`config.mk`:
```
export PLATFORM = sky130hd
export DESIGN_NAME = wdgc_div
export DESIGN_NICKNAME = d
export VERILOG_FILES = /design/src/design/wdgc_div.sv
export SDC_FILE = /design/constraint.sdc
export NUM_CORES = 2
export LEC_CHECK = 0
export ABC_AREA = 1
export BUFFER_PORTS_ARGS = -buffer_cell sky130_fd_sc_hd__clkbuf_2
export CORE_ASPECT_RATIO = 1.2
export CORE_MARGIN = 1
export CORE_UTILIZATION = 55
export DETAILED_ROUTE_END_ITERATION = 10
export GPL_ROUTABILITY_DRIVEN = 0
export PLACE_DENSITY = 0.74
export SYNTH_ARGS = -nofsm -noshare
export SYNTH_HDL_FRONTEND = slang
export SYNTH_SLANG_ARGS = --single-unit
```
`constraint.sdc`:
```
create_clock -name clk_i -period 5.15 [get_ports clk_i]
set_input_delay 1.03 -clock clk_i [delete_from_list [all_inputs] [get_ports clk_i]]
set_output_delay 1.03 -clock clk_i [all_outputs]
set_load 0.005 [all_outputs]
```
`src/design/wdgc_div.sv`:
```
// wdgc_div: pipelined restoring divider, one quotient bit per stage.
// The numerator must be below den * 2^QUO_W. No dependencies.
module wdgc_div #(
  parameter int NUM_W  = 41,
  parameter int DEN_W  = 25,
  parameter int QUO_W  = 18,
  parameter int SIDE_W = 1
) (
  input  logic              clk_i,
  input  logic              rst_ni,
  input  logic              en_i,
  input  logic              valid_i,
  input  logic [NUM_W-1:0]  num_i,
  input  logic [DEN_W-1:0]  den_i,
  input  logic [SIDE_W-1:0] side_i,
  output logic              valid_o,
  output logic [QUO_W-1:0]  quo_o,
  output logic [SIDE_W-1:0] side_o
);

  localparam int ACC_W = DEN_W + QUO_W;

  logic              v_q    [QUO_W];
  logic [ACC_W-1:0]  acc_q  [QUO_W];
  logic [DEN_W-1:0]  den_q  [QUO_W];
  logic [SIDE_W-1:0] side_q [QUO_W];

  for (genvar k = 0; k < QUO_W; k++) begin : g_stage
    logic              v_p;
    logic [ACC_W-1:0]  acc_p;
    logic [DEN_W-1:0]  den_p;
    logic [SIDE_W-1:0] side_p;
    logic [DEN_W:0]    t;
    logic [DEN_W:0]    nt;
    logic              ge;

    if (k == 0) begin : g_first
      assign v_p    = valid_i;
      assign acc_p  = ACC_W'(num_i);
      assign den_p  = den_i;
      assign side_p = side_i;
    end else begin : g_next
      assign v_p    = v_q[k-1];
      assign acc_p  = acc_q[k-1];
      assign den_p  = den_q[k-1];
      assign side_p = side_q[k-1];
    end

    // partial remainder with the next numerator bit shifted in
    assign t  = acc_p[ACC_W-1:QUO_W-1];
    assign ge = (t >= {1'b0, den_p});
    assign nt = ge ? (t - {1'b0, den_p}) : t;

    always_ff @(posedge clk_i or negedge rst_ni) begin
      if (!rst_ni) begin
        v_q[k] <= 1'b0;
      end else if (en_i) begin
        v_q[k] <= v_p;
      end
    end

    always_ff @(posedge clk_i) begin
      if (en_i) begin
        acc_q[k]  <= {nt[DEN_W-1:0], acc_p[QUO_W-2:0], ge};
        den_q[k]  <= den_p;
        side_q[k] <= side_p;
      end
    end
  end

  assign valid_o = v_q[QUO_W-1];
  assign quo_o   = acc_q[QUO_W-1][QUO_W-1:0];
  assign side_o  = side_q[QUO_W-1];

endmodule

```
# Word level (Yosys, flattened, before mapping)
# Memory sizes are Yosys's and may differ from the RTL's.
# Cells that the tools add are included.
[word_totals]
out_inout_bits = 20
mem_count = 3
mem_bits_ro = 0
latchBits = 0
reg_bits = 18
mem_bits_rw = 1242
inputBits = 71
[op_classes]
mul = 0
mux = 20
n_shift = 0
n_lt_le_gt_ge = 18
div_mod_pow = 0
eq_ne = 0
bitwise_logic = 0
n_reduce_logical = 0
n_addsub = 18
[memory_table]
columns = ["name", "depth", "word_bits", "read_ports", "rd_clocked_by_memory_dff", "wr", "line_no", "source"]
rows = [
  ["acc_q", 18, 43, 18, 0, 18, "24", "logic [ACC_W-1:0] acc_q [QUO_W];"],
  ["den_q", 18, 25, 17, 0, 18, "25", "logic [DEN_W-1:0] den_q [QUO_W];"],
  ["side_q", 18, 1, 18, 0, 18, "26", "logic [SIDE_W-1:0] side_q [QUO_W];"],
]
[op_table]
columns = ["operator", "count"]
rows = [
  ["$mux 25", 18],
  ["$ge 26x25->1", 17],
  ["$sub 25x25->25", 17],
  ["$ge 24x25->1", 1],
  ["$sub 24x25->25", 1],
  ["$mux 1", 2],
]

# Depth between registers and ports, before layout
# An unclocked memory read counts as a cell.
[depth]
ltp_word = 3
ltp_mapped = 14
depth_no_buf = 14

# Worst setup path after synthesis
# No wires, ideal clock.
[synth_path]
path_kind = "input to register"
from = "in num_i[17]"
to = "mem acc_q[0][34] (netlist bit) (data pin)"
cell_stages = 13
arrival_time_ps = 2381
setup_time_ps = 253
slack_ps = 2517
cell_sequence = "inv_1 -> ha_1 -> fa_1 -> inv_1 -> nand3_1 -> nand3_1 -> nand2_1 -> nand2_1 -> nand3_1 -> nand3_1 -> nand2_1 -> nand2_1 -> nand2_1"
[synth_lines]
columns = ["element", "line_no", "source"]
rows = [
  ["from (decl)", "13", "input logic [NUM_W-1:0] num_i,"],
  ["to (decl)", "24", ""],
]

==> impl_summary.txt <==
----------------------------------------------------
[Outcome]
  Run status ... finished, final reports clean

[Clock tree]
  Clock sinks ... 1210
  Maximum count of clock buffers along a single path ... 3
  Reg clk slew, reported paths ... 0.06 ns
  CTS HTree Levels ... 4
  Total setup buffers inserted after CTS ... 0
  Post-CTS sizing ... 0
  CTS tree ... yes
  Clock root cell ... sky130_fd_sc_hd__clkbuf_16
  Number of buffers added by the clock tree synthesis step ... 131
  Hold buffer count at cts ... 0
  Insertion delay to the later sink of the worst-skew pair ... 0.81 ns

[Logic synthesis]
  Synth cell types ... 37
  Area share of the largest cell type after synthesis ... 45.6%
  Number of synthesized register bits ... 1210
  Most area-consuming cells after synthesis ... sky130_fd_sc_hd__edfxtp_1 (46%), sky130_fd_sc_hd__nand2_1 (19%), sky130_fd_sc_hd__inv_1 (9.8%)
  Post-Syn Instances ... 10000
  Fraction of synthesis flops using an asynchronous set or reset pin ... 1.49%
  Leading area contributor after synthesis ... sky130_fd_sc_hd__edfxtp_1
  Number of synthesized flops with an enable pin ... 1192
  Mean cell area of the mapped netlist ... 7.83 µm²
  Leading cell type by number of instances after synthesis ... sky130_fd_sc_hd__nand2_1
  Most used standard cells in the synthesized netlist ... sky130_fd_sc_hd__nand2_1 (3980), sky130_fd_sc_hd__inv_1 (2058), sky130_fd_sc_hd__edfxtp_1 (1192)
  Synth Flop Type ... sky130_fd_sc_hd__edfxtp_1
  Sequential-to-total area share from yosys stat ... 46.1%
  Synth Warn # ... 0
  Post-synthesis instance area ... 0.0786 mm²
  Post-synth net total ... 10600

[STA]
  Final Hold Viols ... 0
  Portion of the clock cycle consumed by the worst path in the final layout ... 67.1%
  Worst path setup slack after routing ... 1.70 ns
  Max_slew headroom ... 39.4%
  Worst hold margin ... 0.176 ns
  Post-Route Skew ... 0.0425 ns
  Max-slew violation count ... 0
  Fmax ... 0.290 GHz
  Number of setup violations in the final report ... 0
  Slew @ Worst Pin ... 0.909 ns
  Fin crit period ... 3.45 ns
  Summed negative setup slack over all endpoints ... 0 ns
  RSZ-0062 raised after global routing ... no

[Global routing]
  Initial antenna violation count ... 0
  Vias in the first global route ... 62100
  First-pass GRT wire length ... 326 mm
  Maximum number of pins on one net before global-route repair ... 128
  Total global routing track utilization ... 28.6%
  Leftover overflow at the end of global routing ... 0

[Floorplanning]
  Width of the die ... 347 µm
  Boundary pin count ... 91
  Starting density of the core ... 55.5%
  Core region area ... 0.142 mm²
  Die H ... 416 µm
  Number of core rows ... 151
  Full die area ... 0.144 mm²

[Final layout]
  Final Net Count ... 10700
  Share of final-layout standard cells stronger than drive strength 1 ... 4.84%
  FF/Latch Area ... 0.0362 mm²
  Final core utilization ... 60.3%
  Area of combinational cells with multiple inputs ... 0.0336 mm²
  Area growth from synthesis to layout ... 8.55%
  Count of antenna diodes in the layout ... 0
  Layout fillers ... 12200

[Worst setup path]
  Crit Path Max Fanout ... 26
  Startpoint type of the worst setup path ... flip-flop
  Type of the worst setup path ... reg -> reg
  Element type at the critical path end ... flip-flop
  Reg2reg setup slack ... 1.70 ns
  Arrival time reported for the critical path endpoint ... 3.97 ns
  Data required, critical path ... 5.67 ns

[Detailed routing]
  Final WL ... 208 mm
  DR vias ... 65500
  Via-per-instance ratio ... 5.41
  First-pass iteration count of the detailed router ... 9
  Final antenna-violating net count ... 0
  Detailed Route Iter0 Violations ... 6372
  Detail-routed net length per standard cell ... 17.2 µm
  Post-route DRC violation count ... 0

[Power and ir drop]
  Total Power ... 47.9 mW
  Leakage power total ... 44.0 nW
  P per Cell Area ... 561 mW/mm²
  Worst IR Drop VDD ... 0.450 mV

[Hold path]
  Type of the tightest min-delay check ... in -> async

[Flow run]
  Max-capacitance violation count ... 0

[Place]
  Detailed-placement wirelength estimate ... 160 mm
  Count of buffers from port buffering ... 90
  Worst-case setup slack after placement ... 1.70 ns

----------------------------------------------------
-- layer usage --
layer  wire [µm]  global-route usage (%)  share of wire [%]  vias up
met5           0                       0                  0        -
met4       14600                    17.9                7.0        0
met3       13600                    4.14                6.5      773
met2      100000                    49.1                 48     2777
met1       79400                    33.8                 38    29900
li1            -                       -                  -    32000
-- worst paths after layout --
check                      cells past startpoint           from               to
max                                           12   den_q[8][12]     acc_q[9][38]
min                                            1         rst_ni          valid_o
min reg2reg                                    0  acc_q[12][16]    acc_q[13][17]
min in group clk_i                             1      num_i[12]     acc_q[0][13]
max in group asynchronous                      1         rst_ni  g_stage[10].v_p
max reg2reg                                   12   den_q[8][12]     acc_q[9][38]
-- cells in the final DEF (no fill, tap or decap), types with 131 or more instances in the layout --
| cell | instances |
|---|---|
| sky130_fd_sc_hd__edfxtp_1 | 1192 |
| sky130_fd_sc_hd__nand3_1 | 370 |
| sky130_fd_sc_hd__ha_1 | 449 |
| sky130_fd_sc_hd__nand2_1 | 3980 |
| sky130_fd_sc_hd__nor2_1 | 541 |
| sky130_fd_sc_hd__clkbuf_16 | 131 |
| sky130_fd_sc_hd__nand4_1 | 561 |
| sky130_fd_sc_hd__inv_1 | 2058 |
| sky130_fd_sc_hd__xor2_1 | 198 |
| sky130_fd_sc_hd__a21oi_1 | 192 |
-- metrics by stage --
stage          cells  area [µm²]
2_1_floorplan  10000       78600
6_report       12100       85300
3_3_place_gp   11900       80900
4_1_cts        12100       85300
5_1_grt        12100       85300
3_5_place_dp   11900       80900
-- where the power goes --
| group | switching, mW | internal [mW] | total [mW] |
|---|---|---|---|
| clock network | 4.14 | 5.45 | 9.59 |
| registers | 1.75 | 14.0 | 15.8 |
| logic | 15.2 | 7.29 | 22.5 |
| total | 21.1 | 26.8 | 47.9 |
-- flip-flops by register name (all words and copies together) (netlist names) --
name,cells
side_q,18
valid_o,1
acc_q,749
g_stage.v_p,17
den_q,425
-- critical path, stage by stage, from the launching register on --
cell and delay (ns):
sky130_fd_sc_hd__edfxtp_1 0.48, sky130_fd_sc_hd__inv_1 0.08, sky130_fd_sc_hd__ha_1 0.34, sky130_fd_sc_hd__nand2_1 0.14, sky130_fd_sc_hd__inv_1 0.06, sky130_fd_sc_hd__nand2_1 0.06, sky130_fd_sc_hd__nand2_1 0.06, sky130_fd_sc_hd__nand2_1 0.06
sky130_fd_sc_hd__nand2_1 0.10, sky130_fd_sc_hd__a21oi_4 0.64, sky130_fd_sc_hd__nand3_2 0.71, sky130_fd_sc_hd__nand2_1 0.27, sky130_fd_sc_hd__nand2_1 0.15
-- cell type report --
| cell class | instances | area share [%] |
|---|---|---|
| clock buffers | 152 | 3.94 |
| well taps | 1836 | 2.69 |
| inverters | 2080 | 9.16 |
| multi-input cells | 6605 | 39.4 |
| clock inverters | 85 | 1.25 |
| repair buffers | 127 | 1.05 |
| flip-flops and latches | 1210 | 42.5 |
-- kinds of logic (layout without fill, tap and decap cells) --
logic type      after synthesis  in the layout  synth area share [%]
flops                      1210           1210                  46.1
simple gates               5698           5698                  31.1
fa+ha+maj                   466            466                  7.58
buf+inv                    2220           2444                  11.1
compound gates              242            242                  1.85
xor+xnor                    199            199                  2.22
Power figures use the tool's default switching activity.
