[src/design/wdgc_isqrt.sv]
// wdgc_isqrt: pipelined integer square root, one result bit per stage,
// floor result. Carries a sideband vector alongside. No dependencies.
module wdgc_isqrt #(
  parameter int IN_W   = 50,
  parameter int SIDE_W = 1
) (
  input  logic                clk_i,
  input  logic                rst_ni,
  input  logic                en_i,
  input  logic                valid_i,
  input  logic [IN_W-1:0]     rad_i,
  input  logic [SIDE_W-1:0]   side_i,
  output logic                valid_o,
  output logic [IN_W/2-1:0]   root_o,
  output logic [SIDE_W-1:0]   side_o
);

  localparam int RT_W  = IN_W / 2;
  localparam int REM_W = RT_W + 2;

  logic              v_q    [RT_W];
  logic [REM_W-1:0]  rem_q  [RT_W];
  logic [RT_W-1:0]   root_q [RT_W];
  logic [IN_W-1:0]   x_q    [RT_W];
  logic [SIDE_W-1:0] side_q [RT_W];

  for (genvar k = 0; k < RT_W; k++) begin : g_stage
    logic              v_p;
    logic [REM_W-1:0]  rem_p;
    logic [RT_W-1:0]   root_p;
    logic [IN_W-1:0]   x_p;
    logic [SIDE_W-1:0] side_p;
    logic [REM_W-1:0]  rem_t;
    logic [REM_W-1:0]  trial;
    logic              ge;

    if (k == 0) begin : g_first
      assign v_p    = valid_i;
      assign rem_p  = '0;
      assign root_p = '0;
      assign x_p    = rad_i;
      assign side_p = side_i;
    end else begin : g_next
      assign v_p    = v_q[k-1];
      assign rem_p  = rem_q[k-1];
      assign root_p = root_q[k-1];
      assign x_p    = x_q[k-1];
      assign side_p = side_q[k-1];
    end

    // bring down two radicand bits, try root*4+1
    assign rem_t = {rem_p[REM_W-3:0], x_p[IN_W-1 -: 2]};
    assign trial = {root_p, 2'b01};
    assign ge    = (rem_t >= trial);

    always_ff @(posedge clk_i or negedge rst_ni) begin
      if (!rst_ni) begin
        v_q[k] <= 1'b0;
      end else if (en_i) begin
        v_q[k] <= v_p;
      end
    end

    always_ff @(posedge clk_i) begin
      if (en_i) begin
        rem_q[k]  <= ge ? (rem_t - trial) : rem_t;
        root_q[k] <= {root_p[RT_W-2:0], ge};
        x_q[k]    <= x_p << 2;
        side_q[k] <= side_p;
      end
    end
  end

  assign valid_o = v_q[RT_W-1];
  assign root_o  = root_q[RT_W-1];
  assign side_o  = side_q[RT_W-1];

endmodule

[config.mk]
export PLATFORM = sky130hd
export DESIGN_NAME = wdgc_isqrt
export DESIGN_NICKNAME = d
export VERILOG_FILES = /design/src/design/wdgc_isqrt.sv
export SDC_FILE = /design/constraint.sdc
export NUM_CORES = 2
export LEC_CHECK = 0
export ABC_AREA = 0
export BUFFER_PORTS_ARGS = -buffer_cell sky130_fd_sc_hd__buf_2
export CORE_AREA = 10 10 387 389
export DETAILED_ROUTE_END_ITERATION = 6
export DIE_AREA = 0 0 397 399
export GPL_TIMING_DRIVEN = 1
export PLACE_DENSITY = 0.79
export SYNTH_ARGS = -nofsm -noshare
export SYNTH_HDL_FRONTEND = slang
export SYNTH_SLANG_ARGS = --single-unit
export TNS_END_PERCENT = 5
[constraint.sdc]
create_clock -name clk_i -period 3.2 [get_ports clk_i]
set_input_delay 0.32 -clock clk_i [delete_from_list [all_inputs] [get_ports clk_i]]
set_output_delay 0.32 -clock clk_i [all_outputs]
set_load 0.01 [all_outputs]
Word-level counts from Yosys, hierarchy flattened

Memory sizes are Yosys's and may differ from the RTL's.
Cells that the tools add are included.
Widths: inputs -> output; s select.

Memory bits (writable): 2,525
Memories kept: 4
Logic and storage cells: 106
Bits in registers: 25
Input port bits: 55
Output and inout bits: 27

Memories:

| name   | depth | bits a word | rd ports | clocked after memory_dff | wr ports | line | text |
|---|---|---|---|---|---|---|---|
| x_q    | 25    | 48          | 24       | 0                        | 25       | 24   | `logic [IN_W-1:0] x_q [RT_W];` |
| rem_q  | 25    | 27          | 24       | 0                        | 25       | 22   | `logic [REM_W-1:0] rem_q [RT_W];` |
| root_q | 25    | 25          | 25       | 0                        | 25       | 23   | `logic [RT_W-1:0] root_q [RT_W];` |
| side_q | 25    | 1           | 25       | 0                        | 25       | 25   | `logic [SIDE_W-1:0] side_q [RT_W];` |

Magnitude comparators: 25
Multiplexer cells: 27
$add $sub $neg: 25

Operator list:

| kind                | count |
|---|---|
| $mux 27             | 25 |
| $ge 27x27->1        | 24 |
| $sub 27x27->27      | 24 |
| $sub 2x1->3 const B | 1 |
| $ge 2x1->1 const B  | 1 |
| $mux 1              | 2 |

Logic depth before layout (Yosys ltp)

An unclocked memory read counts as a cell.

Depth after elaboration: 3
Mapped depth: 15
Depth with buffers taken out: 12

Worst setup path after synthesis

Ideal clock, no wire load.

Path kind: reg-to-reg
Start: mem rem_q[0][162] (netlist bit)
End: mem rem_q[0][209] (netlist bit), data pin
Arrival time: 3.202 ns
Cell stages (with the launch flop): 10
Setup time: 0.258 ns
Period minus slack after synthesis: 3.460 ns
Required time: 2.942 ns
Slack: -0.260 ns
Buffers on the path: 0
Cells stage by stage: edfxtp_1 ha_1 nor2b_1 o21ai_0 a21boi_0 o31ai_1 a21oi_1 a2111oi_0 or3b_2 xnor2_1

RTL lines:

| element         | line |
|---|---|
| start, declared | 22 |

==> report_table.html <==
<table>
<tr><th>Metric</th><th>Value</th></tr>
<tr><th colspan="2">Clocking</th></tr>
<tr><td>CTS tree</td><td>built</td></tr>
<tr><td>Clk sinks</td><td>1542</td></tr>
<tr><td>Clock Path Buffers</td><td>3</td></tr>
<tr><td>Latest clock arrival within the worst-skew pair</td><td>0.80 ns</td></tr>
<tr><td>Maximum level of the CTS H-tree</td><td>4</td></tr>
<tr><td>Root Driver</td><td>sky130_fd_sc_hd__clkbuf_16</td></tr>
<tr><td>CTS clk-pin slew, worst paths</td><td>0.06 ns</td></tr>
<tr><td>Number of CTS-inserted buffers</td><td>161</td></tr>
<tr><th colspan="2">Detailed routing</th></tr>
<tr><td>Vias</td><td>43080</td></tr>
<tr><td>Wire length per cell after detailed routing</td><td>17.16 um</td></tr>
<tr><td>Via count normalized by instance count</td><td>5.475</td></tr>
<tr><td>Number of remaining DRC errors</td><td>11</td></tr>
<tr><td>Number of nets with antenna violations after routing</td><td>0</td></tr>
<tr><td>Total wire length</td><td>135000 um</td></tr>
<tr><td>Detailed Route Iter0 Violations</td><td>3193</td></tr>
<tr><td>First-pass iteration count of the detailed router</td><td>7</td></tr>
<tr><th colspan="2">Final layout</th></tr>
<tr><td>Non-filler instance count after layout</td><td>7869</td></tr>
<tr><td>Most common library cell in the layout ignoring fill and taps</td><td>sky130_fd_sc_hd__edfxtp_1</td></tr>
<tr><td>Layout-stage area growth over the synthesis result</td><td>16.15%</td></tr>
<tr><td>Final antenna diode count</td><td>0</td></tr>
<tr><td>Post-Layout Inst Area</td><td>0.08203 mm^2</td></tr>
<tr><td>Nets@finish</td><td>6242</td></tr>
<tr><td>Area used by multi-input combinational logic</td><td>0.02281 mm^2</td></tr>
<tr><td>Most frequent cells in the layout</td><td>sky130_fd_sc_hd__edfxtp_1 (1517), sky130_fd_sc_hd__inv_1 (433), sky130_fd_sc_hd__ha_1 (350)</td></tr>
<tr><td>Proportion of layout cells with a drive suffix above 1</td><td>0.1361</td></tr>
<tr><td>Fillers</td><td>10800</td></tr>
<tr><td>Final core utilization</td><td>0.5759</td></tr>
<tr><td>Register area</td><td>0.04618 mm^2</td></tr>
<tr><th colspan="2">Synthesis</th></tr>
<tr><td>Cell area after synthesis</td><td>0.07063 mm^2</td></tr>
<tr><td>Adder and majority gate portion of the synthesized area</td><td>0.06218</td></tr>
<tr><td>Fraction of synthesis flops using an asynchronous set or reset pin</td><td>0.01621</td></tr>
<tr><td>Area fraction of the dominant cell type after synthesis</td><td>0.6450</td></tr>
<tr><td>Post-synthesis share of cell area spent on and, or, nand and nor gates</td><td>0.08966</td></tr>
<tr><td>Top post-synthesis cells by area</td><td>sky130_fd_sc_hd__edfxtp_1 (64%), sky130_fd_sc_hd__ha_1 (6.2%), sky130_fd_sc_hd__xnor2_1 (3.2%)</td></tr>
<tr><td>Post-synthesis share of cell area spent on xor and xnor gates</td><td>0.05618</td></tr>
<tr><td>Largest area contributor in the synthesized netlist</td><td>sky130_fd_sc_hd__edfxtp_1</td></tr>
<tr><td>Average cell area after synthesis</td><td>13.29 um^2</td></tr>
<tr><td>Syn Inst Count</td><td>5313</td></tr>
<tr><td>Post-synthesis compound-gate area fraction</td><td>0.09611</td></tr>
<tr><td>Synthesized net count</td><td>5719</td></tr>
<tr><td>Post-synth EDFFs</td><td>1517</td></tr>
<tr><td>Synth Flop Type</td><td>sky130_fd_sc_hd__edfxtp_1</td></tr>
<tr><td>Register area share after synthesis</td><td>0.6538</td></tr>
<tr><td>Multiplexer share of the synthesized area</td><td>0.01350</td></tr>
<tr><td>Largest family of logic cells by synthesized area</td><td>compound AO/OA/AOI/OAI gates</td></tr>
<tr><td>Syn. warnings</td><td>0</td></tr>
<tr><td>Distinct cell type count after synthesis</td><td>82</td></tr>
<tr><td>Number of synthesized register bits</td><td>1542</td></tr>
<tr><th colspan="2">Floorplanning</th></tr>
<tr><td>Row cnt</td><td>139</td></tr>
<tr><td>Total core area</td><td>0.1424 mm^2</td></tr>
<tr><td>Die Y</td><td>399 um</td></tr>
<tr><td>Die Area</td><td>0.1584 mm^2</td></tr>
<tr><td>I/O pin total</td><td>82</td></tr>
<tr><td>X dimension of the die</td><td>397 um</td></tr>
<tr><td>Starting utilization of the core area</td><td>0.4958</td></tr>
<tr><th colspan="2">Worst setup path</th></tr>
<tr><td>Cell-by-cell listing of the critical path</td><td>ha_1 -&gt; a21o_1 -&gt; a31o_2 -&gt; or4_1 -&gt; a31oi_4 -&gt; o21ai_0 -&gt; a21o_1 -&gt; a21oi_1 -&gt; mux2_2</td></tr>
<tr><td>Cell depth of the worst setup path</td><td>9</td></tr>
<tr><td>Kind of critical path</td><td>reg2reg</td></tr>
<tr><td>Depth of the most critical reg-to-reg path</td><td>9</td></tr>
<tr><td>Count of buffer and inverter cells on the critical path</td><td>0</td></tr>
<tr><td>Most used cell, CP</td><td>sky130_fd_sc_hd__a21o_1</td></tr>
<tr><td>Data required time at the worst endpoint</td><td>3.75 ns</td></tr>
<tr><td>Crit path largest cell delay</td><td>0.55 ns</td></tr>
<tr><td>Setup crit start kind</td><td>flop</td></tr>
<tr><td>Data arrival, critical path</td><td>3.70 ns</td></tr>
<tr><td>Largest driver fanout on the critical path</td><td>3</td></tr>
<tr><td>Worst Setup End Kind</td><td>flop</td></tr>
<tr><td>Family with the most delay on the worst path</td><td>compound AO/OA/AOI/OAI gates</td></tr>
<tr><td>Cell at the slowest stage of the critical path</td><td>sky130_fd_sc_hd__or4_1</td></tr>
<tr><th colspan="2">GRT</th></tr>
<tr><td>Most utilized layer in the global route result</td><td>met2</td></tr>
<tr><td>First-pass GRT wire length</td><td>217000 um</td></tr>
<tr><td>Global Route Usage Sum</td><td>0.1665</td></tr>
<tr><td>Routing usage on met2</td><td>0.3076</td></tr>
<tr><td>Total overflow reported by the global router</td><td>0</td></tr>
<tr><td>Vias in the first global route</td><td>43520</td></tr>
<tr><td>Met1 Track Usage GR</td><td>0.1844</td></tr>
<tr><td>Maximum number of pins on one net before global-route repair</td><td>127</td></tr>
<tr><td>Number of antenna violations at the first check in global routing</td><td>1</td></tr>
<tr><td>Fraction of met3 tracks used by global routing</td><td>0.03020</td></tr>
<tr><th colspan="2">STA</th></tr>
<tr><td>RSZ-0062 raised after global routing</td><td>yes</td></tr>
<tr><td>Post-route minimum period</td><td>3.143 ns</td></tr>
<tr><td>Transition at the pin with the smallest max-transition slack</td><td>1.041 ns</td></tr>
<tr><td>Final Slew Violations</td><td>0</td></tr>
<tr><td>Number of hold violations in the final report</td><td>0</td></tr>
<tr><td>Top achievable clock speed</td><td>318.1 MHz</td></tr>
<tr><td>Endpoints failing setup</td><td>0</td></tr>
<tr><td>Final setup margin</td><td>0.05656 ns</td></tr>
<tr><td>Worst Clk Skew</td><td>0.05804 ns</td></tr>
<tr><td>Max-slew headroom at the worst pin</td><td>0.3037</td></tr>
<tr><td>Final Cycle Share</td><td>0.9823</td></tr>
<tr><th colspan="2">Pwr</th></tr>
<tr><td>Leakage power</td><td>32.01 nW</td></tr>
<tr><td>Largest voltage drop on the vdd net</td><td>0.0005351 V</td></tr>
<tr><td>Power density normalized to cell area</td><td>698.6 mW/mm^2</td></tr>
<tr><th colspan="2">Outcome</th></tr>
<tr><td>Status</td><td>finished, violations left</td></tr>
<tr><td>Violated checks</td><td>DRC</td></tr>
<tr><th colspan="2">Flow run</th></tr>
<tr><td>Number of max-cap violations</td><td>0</td></tr>
<tr><th colspan="2">Placed design</th></tr>
<tr><td>Cells after DPL</td><td>7519</td></tr>
<tr><td>Worst setup slack after placement</td><td>-0.2025 ns</td></tr>
<tr><td>Final weighted congestion of routability-driven global placement</td><td>0.9487</td></tr>
<tr><td>Placed cell area</td><td>0.07580 mm^2</td></tr>
<tr><td>PortBufs</td><td>81</td></tr>
<tr><td>Half-perimeter wire length after detailed placement</td><td>95030 um</td></tr>
<tr><th colspan="2">Min path</th></tr>
<tr><td>Instance count along the most critical hold path</td><td>2</td></tr>
<tr><td>Classification of the worst-slack hold path</td><td>in2reg</td></tr>
</table>
-- routing by layer --
layer	wire, um	vias up
met2	70980	1196
li1	-	20810
met1	52370	20710
met5	0	-
met4	5724	0
met3	5917	373
-- kinds of logic (layout without fill, tap and decap cells) --
kind of cell | count (synthesis) | count (layout)
and+or+nand+nor | 1277 | 1277
adders and majority gates | 351 | 351
buffers and inverters | 534 | 1187
AOI/OAI and AO/OA | 1070 | 1070
other | 1 | 1
muxes | 85 | 85
xor gates and xnor gates | 453 | 453
DFF | 1542 | 1542
-- flip-flops by register name, summed over array words and instances, names as in the netlist --
register and cells:
side_q 25, rem_q 567, x_q 600, root_q 325, valid_o 1, g_stage.v_p 24
-- through the flow --
stage               hold WS (ns)  power [W]   TNS [ns]
finish                    0.2153    0.05731          0
CTS                       0.1298    0.05758  -0.004763
global route              0.1713    0.06012    -0.6002
global placement          0.3157    0.03836     -2.494
detailed placement        0.3335    0.03881     -4.241
floorplan                0.02441    0.03477    -0.4379
-- synthesized netlist by cell type (all sizes together) (81+ instances only) --
| master | instances |
|---|---|
| nand2 | 308 |
| a21o | 139 |
| ha | 351 |
| mux2 | 82 |
| xnor2 | 260 |
| o21ai | 237 |
| xor2 | 193 |
| nor2 | 321 |
| nand3 | 81 |
| edfxtp | 1517 |
| inv | 434 |
| clkbuf | 89 |
| nor3 | 128 |
| a21oi | 333 |
-- timing repair --
action / 4_1_cts / 5_1_grt
resized for setup: 14 / 53
hold endpoints to repair: 117 / 0
hold buffers: 56 / 0
buffers inserted: 0 / 1
endpoints found under the setup margin: 69 / 152
pin swaps: 2 / 2
-- power by group --
group	total, W	switching [W]	internal (W)
clock	0.0185	0.00789	0.0106
combinational	0.0118	0.00637	0.00544
sequential	0.0270	0.00147	0.0255
total	0.0573	0.0157	0.0416
-- final timing paths --
check / from / to / slack [ns]
worst max-delay path: rem_q[2][115]$_DFFE_PP_ / rem_q[2][158]$_DFFE_PP_ / 0.06
worst min-delay path: rad_i[34] / x_q[0][34]$_DFFE_PP_ / 0.22
worst max register to register: rem_q[2][115]$_DFFE_PP_ / rem_q[2][158]$_DFFE_PP_ / 0.06
worst min register to register: x_q[0][613]$_DFFE_PP_ / x_q[0][663]$_DFFE_PP_ / 0.36
max in group asynchronous: rst_ni / g_stage[12].v_p$_DFFE_PN0P_ / 1.77
min in group asynchronous: rst_ni / valid_o$_DFFE_PN0P_ / 0.80
-- cell type report --
type	instances	share of cell area
clock buffer	191	0.05061
multi-input combinational	3237	0.2780
sequential	1542	0.5629
tap	1903	0.02902
inverter	435	0.01990
clock inverter	102	0.01473
timing repair buffer	459	0.04476
Power figures use the tool's default switching activity.
